### config.mk
export PLATFORM = sky130hd
export DESIGN_NAME = gpbc_ctrl
export DESIGN_NICKNAME = d
export VERILOG_FILES = /design/src/hdl/gpbc_pkg.sv /design/src/hdl/gpbc_ctrl.sv
export SDC_FILE = /design/constraint.sdc
export NUM_CORES = 1
export LEC_CHECK = 0
export ABC_AREA = 1
export BUFFER_PORTS_ARGS = -buffer_cell sky130_fd_sc_hd__clkbuf_2
export CAP_MARGIN = 0
export CORE_AREA = 2 2 39 41
export DETAILED_ROUTE_END_ITERATION = 10
export DIE_AREA = 0 0 41 43
export MAX_ROUTING_LAYER = met4
export SLEW_MARGIN = 20
export SYNTH_ARGS = -nofsm -noshare
export SYNTH_HDL_FRONTEND = slang
export SYNTH_SLANG_ARGS = --single-unit
### constraint.sdc
create_clock -name clock -period 1.1 [get_ports clock]
set_input_delay 0.22 -clock clock [delete_from_list [all_inputs] [get_ports clock]]
set_output_delay 0.22 -clock clock [all_outputs]
set_load 0.01 [all_outputs]
### src/hdl/gpbc_pkg.sv
package gpbc_pkg;

   // Default depth of the curve point table
   localparam int CURVE_DEPTH_DEFAULT = 4096;

   // Fixed field widths of the item and configuration ports
   localparam int COORD_W     = 32;
   localparam int INDEX_W     = 12;
   localparam int COUNT_REG_W = 13;

   typedef enum logic {
      OP_LOAD     = 1'b0,
      OP_CLASSIFY = 1'b1
   } op_type;

   // Commands from the controller to the datapath
   typedef struct packed {
      logic write_point;   // write the item's point into the curve table
      logic load_item;     // capture a classify item and open the search window
      logic search;        // take one binary search step
      logic fetch;         // read both ends of the bracketing segment
      logic diff;          // form differences, magnitudes and signs
      logic mul;           // form both cross products
      logic emit;          // compare products and present the result
   } dp_cmd_type;

   // Status from the datapath to the controller
   typedef struct packed {
      logic search_done;   // search window has closed
   } dp_status_type;

endpackage

### src/hdl/gpbc_ctrl.sv
module gpbc_ctrl
   import gpbc_pkg::*;
(
   input  logic          clock,
   input  logic          reset,
   input  logic          start,
   input  logic          operation,
   input  dp_status_type status,
   output dp_cmd_type    cmd,
   output logic          busy
);

   typedef enum logic [5:0] {
      ST_IDLE   = 6'b000001,
      ST_SEARCH = 6'b000010,
      ST_FETCH  = 6'b000100,
      ST_DIFF   = 6'b001000,
      ST_MUL    = 6'b010000,
      ST_CMP    = 6'b100000
   } state_type;

   state_type state_ff;
   state_type state_in;

   always_comb begin
      state_in = state_ff;
      cmd      = '0;
      unique case (state_ff)
         ST_IDLE: begin
            if (start) begin
               if (op_type'(operation) == OP_CLASSIFY) begin
                  cmd.load_item = 1'b1;
                  state_in      = ST_SEARCH;
               end else begin
                  cmd.write_point = 1'b1;
               end
            end
         end
         ST_SEARCH: begin
            if (status.search_done) begin
               state_in = ST_FETCH;
            end else begin
               cmd.search = 1'b1;
            end
         end
         ST_FETCH: begin
            cmd.fetch = 1'b1;
            state_in  = ST_DIFF;
         end
         ST_DIFF: begin
            cmd.diff = 1'b1;
            state_in = ST_MUL;
         end
         ST_MUL: begin
            cmd.mul  = 1'b1;
            state_in = ST_CMP;
         end
         ST_CMP: begin
            cmd.emit = 1'b1;
            state_in = ST_IDLE;
         end
         default: begin
            state_in = ST_IDLE;
         end
      endcase
   end

   always_ff @(posedge clock) begin
      if (reset) begin
         state_ff <= ST_IDLE;
      end else begin
         state_ff <= state_in;
      end
   end

   assign busy = (state_ff != ST_IDLE);

endmodule

==> results of run 1 <==
[layout make-up]
type                            count  share of cell area (%)
Timing Repair Buffer               36                    36.5
Multi-Input combinational cell     32                    31.1
Sequential cell                     6                    18.1
Inverter                           16                    8.35
Clock buffer                        3                    3.13
Tap cell                           16                    2.78
[metal layers]
layer,global-route usage [%],vias to the layer above
met5,-,-
met4,12.0,0
met3,2.09,4
met2,25.6,10
met1,15.9,221
li1,-,242
[cells in the final DEF, fill, tap and decap left out, drive strengths merged]
cell type,n
nor3,1
nor3b,1
a21oi,1
nand4,3
nor2,14
clkbuf,10
inv,16
nand3,6
buf,29
dfxtp,6
nand2,6
[worst max-delay path, cell delays in order (launching register included)]
cell and delay [ns]:
dfxtp_2 0.34, nor2_4 0.20, nand3_4 0.12, nor3b_4 0.17
buf_2 0.15
[final timing paths]
check | slack, ns | cells after the start | startpoint | endpoint
hold / removal | 0.22 | 2 | reset | state_ff[4]
hold reg to reg | 0.63 | 3 | state_ff[3] | state_ff[1]
setup reg to reg | -0.21 | 9 | state_ff[2] | state_ff[2]
setup / recovery | -0.33 | 4 | state_ff[2] | cmd[5]
[power by group through the flow]
stage / Sequential [uW] / Combinational [uW] / Clock [uW]
2_1_floorplan: 234 / 61.7 / 0
3_3_place_gp: 235 / 102 / 0
3_5_place_dp: 235 / 104 / 0
4_1_cts: 232 / 112 / 214
5_1_grt: 232 / 128 / 221
6_report: 232 / 116 / 203
[synthesized netlist by cell type]
cell type  instances  area share, %
nor2_4             2            6.1
nor2_1            10             10
inv_2              1            1.0
nand3_2            2            5.4
nand2_2            1            1.7
a21oi_2            1            2.4
nand3_1            4            5.4
nand2_1            5            5.1
nor2_2             2            3.4
nor3b_2            1            3.4
inv_1             15             15
nand4_1            3            5.1
nor3_2             1            2.7
dfxtp_1            6             33
[repair_timing]
action	in CTS	in global routing
buffers inserted	15	0
gates resized for setup	13	11
pin swaps	6	2
setup endpoints to repair	9	14
[cells by family (layout without fill, tap and decap cells)]
logic type	count (synthesis)	in the layout	share of synthesized area, %
AOI/OAI and AO/OA	1	1	2.38
buffers and inverters	16	55	16.3
DFF	6	6	32.7
and+or+nand+nor	31	31	48.6
[through the flow]
stage	hold WS, ns	total power, uW	std cells
floorplan	0.282	295	54
global placement	0.465	338	91
detailed placement	0.465	339	91
CTS	0.194	558	109
global route	0.228	581	109
finish	0.219	550	109
==> results.sh, run 1 <==
export IMPL_grt_pass1_vias=499
export IMPL_fin_crit_sh_pct=130
export IMPL_p_clk_share_pct=36.8
export IMPL_grt_use_total_pct=15.8
export IMPL_critical_path_max_fanout=5
export IMPL_power_leakage_uw=0.000427
export IMPL_start_util_pct=26.6
export IMPL_critPathLaunchType="flip-flop"
export IMPL_regArea_um2=130
export IMPL_fin_tns_setup_ns=-2.97
export IMPL_wl_met1_um=407
export IMPL_synthesis_area_um2=368
export IMPL_clock_latency_ns=0.24
export IMPL_power_switching_uw=148
export IMPL_synth_cell_types=14
export IMPL_die_x_um=41
export IMPL_peakVddDrop_mv=0.502
export IMPL_antenna_found_initial=0
export IMPL_grt_pass1_wl_um=1810
export IMPL_violations="negative setup slack"
export IMPL_final_core_util_pct=52.0
export IMPL_nets=100
export IMPL_finalWorstSetupSlack_ns=-0.329
export IMPL_grt_start_max_net_pins=7
export IMPL_hpwl_um=647
export IMPL_worst_pin_slew_ns=0.195
export IMPL_yosys_register_bits=6
export IMPL_multi_input_area_um2=224
export IMPL_largestRegisters="state_ff x6"
export IMPL_port_buffer_count=12
export IMPL_cts_buffers=3
export IMPL_cts_htree_levels=1
export IMPL_die_area_um2=1760
export IMPL_cts_tree="yes"
export IMPL_wl_met3_um=36
export IMPL_ant_nets=0
export IMPL_vias=477
export IMPL_p_per_area_nw_per_um2=765
export IMPL_gr_total_overflow=0
export IMPL_slew_headroom_pct=87.0
export IMPL_path_class="reg2out"
export IMPL_synth_cells=54
export IMPL_setup_viol=13
export IMPL_wl_per_cell_um=10.3
export IMPL_fillers=140
export IMPL_path_clk_slew_ns=0.04
export IMPL_avgSynthCellArea_um2=6.81
export IMPL_cp_arrival_ns=1.21
export IMPL_synth_nets=59
export IMPL_clockBufferDepth=2
export IMPL_drt_first_pass_iters=2
export IMPL_pwr_share_comb_pct=21.1
export IMPL_end_kind="primary output"
export IMPL_place_area_um2=536
export IMPL_final_area_um2=719
export IMPL_drc=0
export IMPL_internal_power_uw=402
export IMPL_min_period_ns=1.43
export IMPL_top_register="state_ff"
export IMPL_p_sw_share_pct=26.9
export IMPL_rsz0062_at_grt="yes"
export IMPL_required_ns=0.88
export IMPL_gp_congestion=0.703
export IMPL_cts_num_sinks=6
export IMPL_design_core_area_um2=1380
export IMPL_clock_root_buffer="clkbuf_4"
export IMPL_place_ws_ns=-0.0966
export IMPL_n_antenna_cell=0
export IMPL_ios=13
export IMPL_maxCapViolCount=0
export IMPL_max_freq_mhz=700
export IMPL_yosysWarnings=0
export IMPL_via_per_inst=4.38
export IMPL_drive_gt1_share_pct=66.7
export IMPL_final_hold_viol_count=0
export IMPL_drt_iter0_drc=6
export IMPL_fin_skew_ns=0.000634
export IMPL_routed_top_layer="met4"
export IMPL_slew_viol_final=0
export IMPL_areaGrowthSynthToFinish_pct=95.6
export IMPL_outcome="finished, violations left"
export IMPL_seqPwrFrac_pct=42.1
export IMPL_cts_hold_buffers_added=0
export IMPL_routed_wl_um=1120
export IMPL_ys_seq_area_share_pct=32.7
export IMPL_num_rows=14
export IMPL_hold_path_class="in2reg"
export IMPL_largest_reg_flops=6
export IMPL_die_h_um=43
export IMPL_dr_wl_met2_um=648
Power figures use the tool's default switching activity.
==> inputs of run 2 (changes only) <==
TNS_END_PERCENT = 20   (was not set)
clock period = 1.8 ns   (was 1.1 ns; I/O delays follow)
==> run 2 against run 1 <==
Against the previous run:
- the run now ends clean
- global-route usage decreased by 4.7 points
- register-to-register slack improved by 0.99 ns
- routed wire length decreased by 36%
- sequential power decreased by 39%
- worst hold slack improved by 0.16 ns
- count of clock-buffer cells in the layout unchanged
- via count decreased by 27%
- largest cell class is now multi-input gates
==> results.sh, run 2 (synthesis gave the netlist of run 1 again) <==
export IMPL_power_switching_uw=77.1
export IMPL_power_leakage_uw=0.000302
export IMPL_pwr_share_comb_pct=15.4
export IMPL_worst_pin_slew_ns=0.176
export IMPL_die_area_um2=1760
export IMPL_via_per_inst=4.12
export IMPL_whs_ns=0.375
export IMPL_ios=13
export IMPL_die_x_um=41
export IMPL_areaGrowthSynthToFinish_pct=27.9
export IMPL_hold_path_class="in2reg"
export IMPL_maxCapViolCount=0
export IMPL_path_clk_slew_ns=0.04
export IMPL_wl_per_cell_um=8.48
export IMPL_hpwl_um=568
export IMPL_p_per_area_nw_per_um2=653
export IMPL_cts_hold_buffers_added=0
export IMPL_end_kind="primary output"
export IMPL_grt_pass1_vias=324
export IMPL_p_clk_share_pct=38.8
export IMPL_final_hold_viol_count=0
export IMPL_rsz0062_at_grt="no"
export IMPL_final_core_util_pct=34.0
export IMPL_grt_use_total_pct=11.1
export IMPL_ant_nets=0
export IMPL_nets=76
export IMPL_critical_path_max_fanout=4
export IMPL_final_common_cell="inv_1"
export IMPL_required_ns=1.44
export IMPL_cts_htree_levels=1
export IMPL_peakVddDrop_mv=0.177
export IMPL_place_ws_ns=0.435
export IMPL_slew_viol_final=0
export IMPL_path_class="reg2out"
export IMPL_finalWorstSetupSlack_ns=0.151
export IMPL_clock_latency_ns=0.24
export IMPL_vias=350
export IMPL_setup_viol=0
export IMPL_internal_power_uw=230
export IMPL_fin_crit_sh_pct=91.6
export IMPL_drc=0
export IMPL_grt_pass1_wl_um=1280
export IMPL_design_core_area_um2=1380
export IMPL_gp_congestion=0.794
export IMPL_port_buffer_count=12
export IMPL_cts_num_sinks=6
export IMPL_seqPwrFrac_pct=45.7
export IMPL_drt_iter0_drc=6
export IMPL_cts_tree="yes"
export IMPL_antenna_found_initial=0
export IMPL_fin_tns_setup_ns=0
export IMPL_clock_root_buffer="clkbuf_4"
export IMPL_clockBufferDepth=2
export IMPL_num_rows=14
export IMPL_p_sw_share_pct=25.1
export IMPL_n_antenna_cell=0
export IMPL_mostFrequentLayoutCells="inv_1, clkbuf_2, nor2_1"
export IMPL_ctsResizeCount=0
export IMPL_die_h_um=43
export IMPL_outcome="completed"
export IMPL_grt_start_max_net_pins=7
export IMPL_max_freq_mhz=606
export IMPL_fin_skew_ns=0.00389
export IMPL_slew_headroom_pct=88.2
export IMPL_drt_first_pass_iters=2
export IMPL_drive_gt1_share_pct=37.7
export IMPL_top_register="state_ff"
export IMPL_start_util_pct=26.6
export IMPL_gr_total_overflow=0
export IMPL_largestRegisters="state_ff x6"
export IMPL_routed_wl_um=721
export IMPL_cp_arrival_ns=1.29
export IMPL_critPathLaunchType="flip-flop"
export IMPL_min_period_ns=1.65
export IMPL_cts_buffers=3
export IMPL_post_cts_buffers=0
export IMPL_largest_reg_flops=6
[run 2: changes by cell type in the layout (fill, tap and decap cells not counted), moves of 2 or more]
cell | previous run | this run
dfxtp_1 | 0 | 6
buf_6 | 6 | 0
inv_2 | 4 | 1
inv_1 | 12 | 15
buf_4 | 18 | 0
nor2_4 | 4 | 2
clkbuf_2 | 7 | 12
buf_2 | 5 | 0
dfxtp_2 | 5 | 0
nand3_1 | 2 | 4
[run 2: layer usage]
layer / global-route usage [%] / routed length, um
met1: 14.4 / 374
met2: 14.1 / 293
met3: 1.57 / 44
met4: 10.0 / 10
met5: - / 0
[run 2: path summary, 6_finish.rpt]
kind / startpoint / to / slack (ns) / depth (start not counted)
hold reg to reg: state_ff[4] / state_ff[5] / 0.62 / 4
hold / removal: status / state_ff[2] / 0.38 / 3
setup reg to reg: state_ff[4] / state_ff[0] / 0.78 / 6
setup / recovery: state_ff[0] / cmd[5] / 0.15 / 5
[run 2: layout make-up]
type / count / area, um^2
clock buffers: 3 / 22.5
repair buffers: 12 / 60.1
fillers: 152 / 913
flip-flops and latches: 6 / 120
inverters: 16 / 60.1
well taps: 16 / 20.0
multi-input cells: 32 / 188
[run 2: critical path: stages, from the launching register on]
cell and delay [ns]:
dfxtp_1 0.37, inv_1 0.07, nor2_2 0.14, nand3_2 0.13, nor3b_2 0.18, clkbuf_2 0.15
[run 2: metrics by stage]
stage	std cells	area, um^2	power (uW)
finish	85	470	307
global route	85	470	329
CTS	85	470	315
detailed placement	82	448	190
global placement	82	448	189
floorplan	54	368	173
[run 2: power groups by stage]
stage	Combinational [uW]	Clock, uW	Sequential (uW)
floorplan	30.6	0	142
global placement	46.8	0	142
detailed placement	47.4	0	143
CTS	47.9	127	140
global route	55.2	132	141
finish	47.4	119	141
==> inputs of run 3 (changes only) <==
clock period = 1.4 ns   (was 1.8 ns; I/O delays follow)
==> run 3 against run 2 <==
Against the previous run:
- power is 42% higher
- combinational power is 93% higher
- critical path type unchanged
- register-to-register slack worse by 0.49 ns
- global-route usage is 1.9 points higher
- routed wire length is 30% higher
- worst hold slack worse by 0.091 ns
- first-iteration DRC count is 83% higher
- the run now ends with negative setup slack left
- critical endpoint is now cmd[2]
- cell count is 13% higher
- count of clock-buffer cells in the layout stayed put
- cell area is 28% higher
- clock skew is 0.0079 ns higher
- critical path depth stayed put
- highest routed layer unchanged
==> results.sh, run 3 (synthesis gave the netlist of run 1 again) <==
export IMPL_ios=13
export IMPL_routed_wl_um=937
export IMPL_min_delay_path_depth=3
export IMPL_gp_congestion=0.786
export IMPL_via_per_inst=4.27
export IMPL_dp_cells=82
export IMPL_drt_first_pass_iters=4
export IMPL_max_freq_mhz=671
export IMPL_vias=410
export IMPL_clock_latency_ns=0.25
export IMPL_hold_path_class="in2reg"
export IMPL_drive_gt1_share_pct=60.0
export IMPL_fin_crit_sh_pct=106
export IMPL_grt_pass1_wl_um=1500
export IMPL_die_area_um2=1760
export IMPL_largestRegisters="state_ff x6"
export IMPL_worst_pin_slew_ns=0.186
export IMPL_cp_arrival_ns=1.21
export IMPL_die_h_um=43
export IMPL_p_per_area_nw_per_um2=721
export IMPL_outcome="finished, violations left"
export IMPL_clock_root_buffer="clkbuf_4"
export IMPL_regArea_um2=128
export IMPL_grt_use_total_pct=13.0
export IMPL_port_buffer_count=12
export IMPL_final_area_um2=604
export IMPL_fillers=146
export IMPL_final_common_cell="inv_1"
export IMPL_critical_path_max_fanout=4
export IMPL_fin_skew_ns=0.0118
export IMPL_final_cells=96
export IMPL_critPathLaunchType="flip-flop"
export IMPL_setup_viol=8
export IMPL_min_period_ns=1.49
export IMPL_mostFrequentLayoutCells="inv_1, buf_4, nor2_1"
export IMPL_hpwl_um=571
export IMPL_design_core_area_um2=1380
export IMPL_drc=0
export IMPL_slew_viol_final=0
export IMPL_path_class="reg2out"
export IMPL_place_ws_ns=0.110
export IMPL_clockBufferDepth=2
export IMPL_slowest_stage="dfxtp_2"
export IMPL_cts_buffers=3
export IMPL_finalWorstSetupSlack_ns=-0.0909
export IMPL_ant_nets=0
export IMPL_final_core_util_pct=43.7
export IMPL_antenna_found_initial=0
export IMPL_top_register="state_ff"
export IMPL_slowest_delay_ns=0.34
export IMPL_areaGrowthSynthToFinish_pct=64.3
export IMPL_cts_hold_buffers_added=0
export IMPL_n_antenna_cell=0
export IMPL_rsz0062_at_grt="yes"
export IMPL_power_leakage_uw=0.000361
export IMPL_nets=87
export IMPL_cts_num_sinks=6
export IMPL_multi_input_area_um2=228
export IMPL_die_x_um=41
export IMPL_violations="negative setup slack"
export IMPL_num_rows=14
export IMPL_slew_headroom_pct=87.5
export IMPL_fin_tns_setup_ns=-0.376
export IMPL_peakVddDrop_mv=0.277
export IMPL_cts_htree_levels=1
export IMPL_final_hold_viol_count=0
export IMPL_crit_chain="nor2_4 -> buf_4 -> nand3_2 -> inv_1 -> clkbuf_2"
export IMPL_maxCapViolCount=0
export IMPL_wl_per_cell_um=9.76
export IMPL_grt_pass1_vias=383
export IMPL_path_clk_slew_ns=0.05
export IMPL_start_util_pct=26.6
export IMPL_r2r_setup_slack_ns=0.29
export IMPL_drt_iter0_drc=11
export IMPL_r2r_cells=6
export IMPL_gr_total_overflow=0
export IMPL_largest_reg_flops=6
export IMPL_end_kind="primary output"
export IMPL_grt_start_max_net_pins=7
export IMPL_place_area_um2=448
export IMPL_required_ns=1.12
export IMPL_cts_tree="yes"
==> run 3: cell types whose count changed in the layout (fill, tap and decap cells not counted), sizes merged <==
cell	delta
clkbuf	-5
buf	+16
==> run 3: critical path: cells and delay by family (launching register included) <==
family / cells / cell delay [ns]
simple gates: 2 / 0.28
flops: 1 / 0.34
buf+inv: 3 / 0.35
==> run 3: where the power goes <==
part | internal [uW] | switching, uW | leakage (uW)
Clock | 97.2 | 65.4 | 0.0000138
Combinational | 42.0 | 49.4 | 0.000297
Sequential | 177 | 4.91 | 0.0000508
Total | 316 | 120 | 0.000361
==> run 3: layout make-up <==
type	count	share of cell area, %
multi-input cells	32	37.7
clock buffers	3	3.73
repair buffers	23	24.2
inverters	16	9.94
well taps	16	3.31
flip-flops and latches	6	21.1
==> run 3: stage by stage <==
stage	hold WS, ns	power [uW]
after detailed placement	0.544	244
after global routing	0.293	461
after floorplan	0.342	222
after global placement	0.542	243
final	0.284	436
after CTS	0.282	429
==> run 3: repair_timing <==
| action | in CTS | in global routing |
|---|---|---|
| setup endpoints to repair | 5 | 7 |
| setup buffers | 8 | 3 |
| pin swaps | 5 | 4 |
| hold endpoints to repair | 0 | 0 |
| gates resized for setup | 10 | 11 |
==> run 3: path summary, 6_finish.rpt <==
check,endpoint,start
max reg2reg,state_ff[2],state_ff[4]
max,cmd[2],state_ff[4]
min reg2reg,state_ff[4],state_ff[2]
min,state_ff[2],status
==> run 3: per-layer routing <==
metal | part of all wire (%) | global-route usage, % | vias up
met5 | 0 | - | -
met4 | 1.4 | 8.00 | 0
met3 | 5.7 | 1.57 | 2
met2 | 50 | 18.4 | 20
met1 | 42 | 16.7 | 171
li1 | - | - | 217
